File: src/rtl/multi_queue_urgent_front_insert_assert.svh
// Assertion macros for the queue bank.
`ifndef MULTI_QUEUE_URGENT_FRONT_INSERT_ASSERT_SVH
`define MULTI_QUEUE_URGENT_FRONT_INSERT_ASSERT_SVH

// Same-cycle implication.
`define MQUFI_ASSERT_NOW(lbl, ante, cons, msg) \
  lbl: assert property (@(posedge clk) disable iff (rst) (ante) |-> (cons)) \
    else $error(msg);

// Next-cycle implication.
`define MQUFI_ASSERT_NEXT(lbl, ante, cons, msg) \
  lbl: assert property (@(posedge clk) disable iff (rst) (ante) |=> (cons)) \
    else $error(msg);

`endif

File: src/rtl/mqufi_pkg.sv
`default_nettype none

package mqufi_pkg;

  localparam int QIDX_W      = 5;
  localparam int TAG_FIELD_W = 16;
  localparam int STATUS_W    = 3;
  localparam int LEN_FIELD_W = 3;

  typedef enum logic {
    ACT_ADD    = 1'b0,
    ACT_REMOVE = 1'b1
  } action_t;

  typedef enum logic [STATUS_W-1:0] {
    ST_ADDED   = 3'd0,
    ST_FULL    = 3'd1,
    ST_REMOVED = 3'd2,
    ST_EMPTY   = 3'd3,
    ST_INVALID = 3'd4
  } status_t;

  typedef struct packed {
    action_t                  action;
    logic [QIDX_W-1:0]        queue_index;
    logic                     urgent;
    logic [TAG_FIELD_W-1:0]   entry_tag;
  } req_t;

  typedef struct packed {
    status_t                  status;
    logic [TAG_FIELD_W-1:0]   popped_tag;
    logic [LEN_FIELD_W-1:0]   queue_length;
  } rsp_t;

endpackage

`default_nettype wire

File: src/rtl/multi_queue_urgent_front_insert.sv
// Bank of NUM_QUEUES bounded queues of QUEUE_DEPTH tags each.
// req channel (req_valid/req_ready/req): one word names a queue and either
//   adds a tag (urgent adds go to the head, regular ones to the tail) or
//   removes the head tag.
// rsp channel (rsp_valid/rsp_ready/rsp): exactly one word per request with
//   status, popped tag and the queue length after the operation.
// Each queue is a ring in one shared single-port entry memory, with a head
//   pointer and a length per queue in flops. One request runs through a
//   three-step sequencer: accept, execute (pointer update and one memory
//   access at a computed address), emit into the rsp register.
// req_ready is low while busy: a new request waits until the previous one has
//   left the sequencer.
// If rsp_ready is low, the sequencer holds its result until the rsp register
//   frees up; the next request is still accepted once that result is loaded.
// Reset (rst, synchronous) empties every queue at once; no clearing pass.
`default_nettype none

module multi_queue_urgent_front_insert
  import mqufi_pkg::*;
#(
  parameter int NUM_QUEUES  = 20,
  parameter int QUEUE_DEPTH = 5,
  parameter int TAG_WIDTH   = 16
) (
  input  wire logic clk,
  input  wire logic rst,
  input  wire logic req_valid,
  output logic      req_ready,
  input  wire req_t req,
  output logic      rsp_valid,
  input  wire logic rsp_ready,
  output rsp_t      rsp
);

  localparam int MEM_DEPTH = NUM_QUEUES * QUEUE_DEPTH;
  localparam int AW  = (MEM_DEPTH > 1) ? $clog2(MEM_DEPTH) : 1;
  localparam int PW  = (QUEUE_DEPTH > 1) ? $clog2(QUEUE_DEPTH) : 1;
  localparam int LW  = $clog2(QUEUE_DEPTH + 1);
  localparam int QW  = (NUM_QUEUES > 1) ? $clog2(NUM_QUEUES) : 1;
  localparam int SW  = (TAG_WIDTH < TAG_FIELD_W) ? TAG_WIDTH : TAG_FIELD_W;

  typedef enum logic [1:0] {
    S_IDLE,
    S_EXEC,
    S_EMIT
  } state_t;

  state_t          state;
  req_t            req_q;
  logic [LW-1:0]   lens  [NUM_QUEUES];
  logic [PW-1:0]   heads [NUM_QUEUES];
  status_t         res_status;
  logic [LW-1:0]   res_len;
  logic            res_pop;

  logic [SW-1:0]   mem [MEM_DEPTH];
  logic [SW-1:0]   rd_data;

  logic [QW-1:0]   qi;
  logic            q_ok;
  logic [LW-1:0]   len_cur;
  logic [PW-1:0]   head_cur;
  logic [PW-1:0]   head_dec;
  logic [PW-1:0]   head_inc;
  logic [LW:0]     tail_sum;
  logic [PW-1:0]   tail;
  logic            full;
  logic            is_add;
  logic [PW-1:0]   slot;
  logic [AW-1:0]   mem_addr;
  logic            exec;
  logic            mem_we;
  logic            rsp_load;

  assign req_ready = (state == S_IDLE);
  assign exec      = (state == S_EXEC);
  assign rsp_load  = (state == S_EMIT) && (!rsp_valid || rsp_ready);

  assign qi       = req_q.queue_index[QW-1:0];
  assign q_ok     = (QIDX_W+1)'(req_q.queue_index) < (QIDX_W+1)'(NUM_QUEUES);
  assign len_cur  = lens[qi];
  assign head_cur = heads[qi];
  assign is_add   = (req_q.action == ACT_ADD);
  assign full     = (len_cur == LW'(QUEUE_DEPTH));

  assign head_dec = (head_cur == '0) ? PW'(QUEUE_DEPTH - 1) : head_cur - 1'b1;
  assign head_inc = (head_cur == PW'(QUEUE_DEPTH - 1)) ? '0 : head_cur + 1'b1;
  assign tail_sum = (LW+1)'(head_cur) + (LW+1)'(len_cur);
  assign tail     = (tail_sum >= (LW+1)'(QUEUE_DEPTH))
                    ? PW'(tail_sum - (LW+1)'(QUEUE_DEPTH)) : PW'(tail_sum);

  always_comb begin
    if (!is_add) begin
      slot = head_cur;
    end else if (req_q.urgent) begin
      slot = head_dec;
    end else begin
      slot = tail;
    end
  end

  assign mem_addr = AW'(qi) * AW'(QUEUE_DEPTH) + AW'(slot);
  assign mem_we   = exec && q_ok && is_add && !full;

  always_ff @(posedge clk) begin
    if (mem_we) begin
      mem[mem_addr] <= req_q.entry_tag[SW-1:0];
    end
    if (exec) begin
      rd_data <= mem[mem_addr];
    end
  end

  always_ff @(posedge clk) begin
    if (rst) begin
      state     <= S_IDLE;
      rsp_valid <= 1'b0;
      for (int i = 0; i < NUM_QUEUES; i++) begin
        lens[i]  <= '0;
        heads[i] <= '0;
      end
    end else begin
      if (rsp_valid && rsp_ready && !rsp_load) begin
        rsp_valid <= 1'b0;
      end
      case (state)
        S_IDLE: begin
          if (req_valid) begin
            req_q <= req;
            state <= S_EXEC;
          end
        end
        S_EXEC: begin
          res_pop <= 1'b0;
          if (!q_ok) begin
            res_status <= ST_INVALID;
            res_len    <= '0;
          end else if (is_add) begin
            if (full) begin
              res_status <= ST_FULL;
              res_len    <= len_cur;
            end else begin
              res_status <= ST_ADDED;
              res_len    <= len_cur + 1'b1;
              lens[qi]   <= len_cur + 1'b1;
              if (req_q.urgent) begin
                heads[qi] <= head_dec;
              end
            end
          end else if (len_cur == '0) begin
            res_status <= ST_EMPTY;
            res_len    <= '0;
          end else begin
            res_status <= ST_REMOVED;
            res_len    <= len_cur - 1'b1;
            res_pop    <= 1'b1;
            lens[qi]   <= len_cur - 1'b1;
            heads[qi]  <= head_inc;
          end
          state <= S_EMIT;
        end
        S_EMIT: begin
          if (rsp_load) begin
            rsp_valid        <= 1'b1;
            rsp.status       <= res_status;
            rsp.popped_tag   <= res_pop ? TAG_FIELD_W'(rd_data) : '0;
            rsp.queue_length <= LEN_FIELD_W'(res_len);
            state            <= S_IDLE;
          end
        end
        default: begin
          state <= S_IDLE;
        end
      endcase
    end
  end

`include "multi_queue_urgent_front_insert_assert.svh"

  `MQUFI_ASSERT_NEXT(a_busy_after_accept, req_valid && req_ready, !req_ready, "ready while busy")
  `MQUFI_ASSERT_NOW(a_len_bound, exec && q_ok, len_cur <= LW'(QUEUE_DEPTH), "length over depth")
  `MQUFI_ASSERT_NOW(a_invalid_rsp, rsp_valid && rsp.status == ST_INVALID, rsp.popped_tag == '0 && rsp.queue_length == '0, "bad invalid word")
  `MQUFI_ASSERT_NOW(a_write_only_exec, mem_we, exec && !full, "stray memory write")

endmodule

`default_nettype wire
File: config.mk
export PLATFORM = sky130hd
export DESIGN_NAME = multi_queue_urgent_front_insert
export DESIGN_NICKNAME = d
export VERILOG_FILES = /design/src/rtl/mqufi_pkg.sv /design/src/rtl/multi_queue_urgent_front_insert.sv
export VERILOG_INCLUDE_DIRS = /design/src /design/src/rtl
export SDC_FILE = /design/constraint.sdc
export NUM_CORES = 2
export LEC_CHECK = 0
export ABC_AREA = 0
export BUFFER_PORTS_ARGS = -buffer_cell sky130_fd_sc_hd__buf_2
export CAP_MARGIN = 20
export CORE_UTILIZATION = 40
export CTS_CLUSTER_DIAMETER = 150
export CTS_CLUSTER_SIZE = 8
export DETAILED_ROUTE_END_ITERATION = 8
export HOLD_SLACK_MARGIN = 0.12
export MAX_ROUTING_LAYER = met4
export SYNTH_ARGS = -nofsm -noshare
export SYNTH_HDL_FRONTEND = slang
export SYNTH_SLANG_ARGS = --single-unit
File: constraint.sdc
create_clock -name clk -period 25.9 [get_ports clk]
set_clock_uncertainty 0.1 [all_clocks]
set_input_delay 5.18 -clock clk [delete_from_list [all_inputs] [get_ports clk]]
set_output_delay 5.18 -clock clk [all_outputs]
set_load 0.02 [all_outputs]
**Word level (Yosys, flattened, before mapping)**

Memory sizes are Yosys's and may differ from the RTL's. A register that Yosys moved wholly into a read port is not among the register bits.
Cells that the tools add are included.

- Input bits: 27
- Bits in writable memories: 1720
- Output and inout port bits: 24
- Word-level logic and storage cells: 104
- Register bits: 55
- Memories kept: 3

Memories:

| memory | words | width | read ports | clocked after memory_dff | write ports | RTL line | text |
|---|---|---|---|---|---|---|---|
| mem | 100 | 16 | 1 | 1 | 1 | multi_queue_urgent_front_insert.sv:56 | `logic [SW-1:0] mem [MEM_DEPTH];` |
| heads | 20 | 3 | 1 | 1 | 20 | multi_queue_urgent_front_insert.sv:51 | `logic [PW-1:0] heads [NUM_QUEUES];` |
| lens | 20 | 3 | 1 | 1 | 20 | multi_queue_urgent_front_insert.sv:50 | `logic [LW-1:0] lens [NUM_QUEUES];` |

- Mux-type cells: 50
- Eq/ne operators: 6
- Bitwise operators: 4
- Order comparisons: 2
- Reduce and logical (&&, ||, !) cells: 19
- Multipliers: 1
- Add/subtract/negate cells: 7

Operators with widths:

| cell | count |
|---|---|
| 3-bit 2-to-1 mux | 13 |
| 1-bit 2-to-1 mux | 30 |
| 5-bit 2-to-1 mux | 4 |
| 7-bit by 3-bit adder with 7-bit output | 1 |
| 5-bit by 3-bit multiplier with 7-bit output (second input constant) | 1 |
| 3-bit by 1-bit adder with 3-bit output (second input constant) | 2 |
| 3-bit == test (second input constant) | 2 |
| 1-bit logical AND | 6 |
| 3-bit logical NOT | 2 |
| 2-bit one-hot mux with 3 select lines | 1 |
| 3-bit AND reduction | 2 |
| 3-bit OR reduction | 2 |
| 3-bit by 1-bit subtractor with 3-bit output (second input constant) | 2 |
| 5-bit < comparator (second input constant) | 1 |
| 3-bit by 3-bit adder with 4-bit output | 1 |
| 4-bit by 3-bit greater-or-equal comparator with 1-bit output (second input constant) | 1 |
| 2-bit 2-to-1 mux | 2 |
| 2-bit != test (second input constant) | 2 |
| 2-bit AND reduction | 2 |
| 1-bit logical NOT | 3 |
| 3-bit subtractor (second input constant) | 1 |
| 2-bit by 1-bit == test with 1-bit output (second input constant) | 1 |
| 2-bit == test (second input constant) | 1 |
| 2-bit logical NOT | 1 |
| other kinds (3) | 5 |

**Longest topological paths before layout**

- Depth in word-level cells: 10
- Depth in mapped cells: 34
- Mapped depth without buffers: 24

**Worst setup path after synthesis**

No wires, ideal clock.

- Path kind: input to register
- Start: in rst
- End: reg with a tool-made name
- Library setup time: 0.121 ns
- Data arrival time: 8.811 ns
- Required time: 25.679 ns
- Setup slack: 16.868 ns
- Buffers on the path: 1
- Stages on the path: 3
- Cells stage by stage: clkbuf_1 nor4b_1 mux2_2

RTL lines:

| item | RTL line | text |
|---|---|---|
| start: declaration | multi_queue_urgent_front_insert.sv:26 | `input wire logic rst,` |

==> impl_metrics.toml <==
[floorplan]
fp.dieH_um = 428
coreArea_mm2 = 0.179
initial_core_util_pct = 40.4
die_area_mm2 = 0.183
floorplan.io_pins = 51
fp-row-count = 155
floorplan.die.width_um = 428

[layout]
area_growth_syn_to_layout_pct = 15.9
finish.utilization_pct = 46.8
layout.cells.most_common = "edfxtp_1"
fin_nets = 4506
post_layout_nonfiller_instances = 6837
final_cell_mix = "edfxtp_1 (1860), clkbuf_16 (288), a22oi_1 (277)"
share_of_layout_cells_above_drive_strength_1_pct = 18.2

[setup_path]
worstPathMaxFanout = 49
cp_common_cell = "buf_4"
cp_num_buf_inv = 6
worst_r2r_endpoint = "rd_data[0]"
slowest_delay_ps = 1120
worst_setup_path_end_kind = "register"
worst-setup-path-type = "register to register"
worst_r2r_path_depth = 28
cp_top_family = "buffers and inverters"
cp-start-kind = "register"
worst-r2r-setup-slack_ps = 14360
crit_slowest_cell = "fa_4"
cp_data_arrival_time_ps = 12050
required_time_of_the_worst_setup_path_ps = 26400

[synthesis]
portion_of_netlist_area_occupied_by_mux_cells_pct = 5.39
postSynthRegisterBits = 1868
yosys.area.top_type = "edfxtp_1"
synth.top_cells.by_area = "edfxtp_1 (77%), a22oi_1 (2.9%), a221oi_1 (2.2%)"
synthSimpleGateAreaFrac_pct = 4.69
synth_compound_area_share_pct = 9.95
combinational_family_with_the_most_area_after_synthesis = "compound AO/OA/AOI/OAI gates"
synth_xor_xnor_area_share_pct = 0.133
sequential_fraction_of_the_synthesis_area_pct = 77.3
synthAdderAreaFrac_pct = 0.522
syn_area_mm2 = 0.0724
netlist_instances = 4117
synth-edff-count = 1860
async_reset_ff_share_pct = 0
synth_flop_cell = "edfxtp_1"
synth_top_area_share_pct = 77.1
synth.yosys.warnings = 0
synthDistinctLibCells = 80
avgSynthCellArea_um2 = 17.6

[power_and_ir_drop]
power.leakage_nw = 27.0
power_density_mw_per_mm2 = 114
vdd.ir_drop.worst_v = 0.000108

[hold_path]
min_delay_worst_endpoint = "rsp[1]"
hold_start = "res_len[1]"
worstHoldPathCells = 0
worst_hold_path_type = "register to register"

[outcome]
result_of_the_run = "finished clean"

[placed_design]
gpl.final_weighted_congestion = 0.863
placement.io_buffers = 50
place_inst = 6516
hpwl_um = 123000

[sta]
final_max_slew_viol_count = 0
timing.setup.tns_ps = 0
worst_slew_margin_rel_pct = 14.8
finalCriticalPeriod_ps = 11540
timing.hold.ws_ps = 313
hold_viol_final = 0
worst_slew_pin_slew_ps = 1280
grt_setup_unrepaired = "false"
finalSetupViolCount = 0
final_min_period_over_clock_period_pct = 44.6
fmax_ghz = 0.0866

[drt]
drt_iter0_drc = 5779
antenna_violating_nets_post_route = 0
routedWlPerCell_um = 31.8
drt_first_pass_iters = 5
vias_per_cell = 6.24
detail_route.drc_violations = 0
detailroute.via_count = 42600
total_wire_length_after_detailed_routing_um = 218000

[clocking]
ctsRootBufferMaster = "clkbuf_16"
cts.repair.resized = 0
cts-buffers-inserted = 283
htree_num_levels = 5
tritoncts_clock_tree = "yes"
cts-hold-fix-buffers = 0
post_cts.repair.setup_buffers = 0
cts.clk_slew.worst_paths_ps = 50
cts_buffer_depth = 4
clock_sinks = 1868
clk_latency_ps = 920

[global_routing]
grt_pass1_vias = 41100
global_route.overflow_total = 0
grt_max_degree = 100
first_pass_grt_wire_length_um = 308000
number_of_antenna_violations_at_the_first_check_in_global_routing = 5
groute.usage.overall_pct = 24.3

[run]
max_cap_violations = 0
cell usage after synthesis, types with 6 or more instances:
cell	count
clkbuf_1	117
nand2_1	72
edfxtp_1	1860
nor2_1	269
a311oi_1	10
buf_4	10
nor3_1	32
inv_1	20
nand4_1	78
nand2b_1	26
mux2_2	94
buf_1	38
a221o_1	33
o2bb2ai_1	10
nand3_1	73
nor3_2	21
a221oi_1	184
a21oi_1	100
and3_1	27
o211ai_1	21
buf_6	8
o221ai_1	13
a31oi_1	21
o21ai_0	101
mux4_2	70
mux2i_1	90
mux4_1	13
a22o_1	94
o31ai_1	7
a211oi_1	15
o21bai_1	20
nor3b_1	6
and2_1	20
a22oi_1	277
a2111oi_0	6
nor2b_1	15
xor2_1	6
ha_1	27
buf_2	112
dfxtp_1	8
power by group:
group	total [W]	internal [W]	leakage, nW	switching (W)
sequential	0.00343	0.00340	17.0	0.0000294
combinational	0.00295	0.000881	6.39	0.00207
clock	0.00316	0.00196	3.62	0.00120
per-layer routing:
layer	up-vias	global-route usage, %	wire [um]
li1	17500	-	-
met1	22000	32.1	85900
met2	2653	36.2	100000
met3	516	5.07	21400
met4	0	10.9	9960
met5	-	-	0
flip-flops by register name, summed over array words and instances, names as in the netlist, named ones only:
signal / cells
req_q: 18
state: 2
mem: 1600
heads: 96
res_status: 3
res_pop: 1
res_len: 3
rsp: 22
lens: 96
rd_data: 16
rsp_valid: 1
qi: 5
worst max path at each step:
stage	end	start	depth (start not counted)	slack (ps)
floorplan	register	rst	3	16870
global placement	rd_data[0]	register	28	14390
detailed placement	rd_data[0]	register	28	14430
CTS	rd_data[0]	register	28	14360
global route	rd_data[13]	register	28	14080
finish	rd_data[0]	register	28	14360
final cells by class:
type / instances / area, um2
Clock inverter: 9 / 108
Clock buffer: 300 / 7250
Fill cell: 15000 / 95300
Multi-Input combinational cell: 2011 / 15500
Sequential cell: 1868 / 56000
Inverter: 22 / 82.6
Tap cell: 2355 / 2950
Antenna cell: 8 / 20.0
Timing Repair Buffer: 264 / 1950
per-stage QoR:
stage                     setup WS, ps  power [W]  area (um2)
final                            14360    0.00954       83900
after global placement           14390    0.00636       76400
after detailed placement         14430    0.00637       76500
after global routing             14080    0.00979       83900
after CTS                        14360    0.00952       83900
after floorplan                  16870    0.00512       72700
kinds of logic after synthesis:
| kind of cell | Yosys count |
|---|---|
| and+or+nand+nor | 671 |
| muxes | 269 |
| adders and majority gates | 29 |
| xor gates and xnor gates | 11 |
| buffers and inverters | 309 |
| DFF | 1868 |
| AOI/OAI and AO/OA | 959 |
| other | 1 |
No activity file was read; power rests on OpenSTA's default activity.
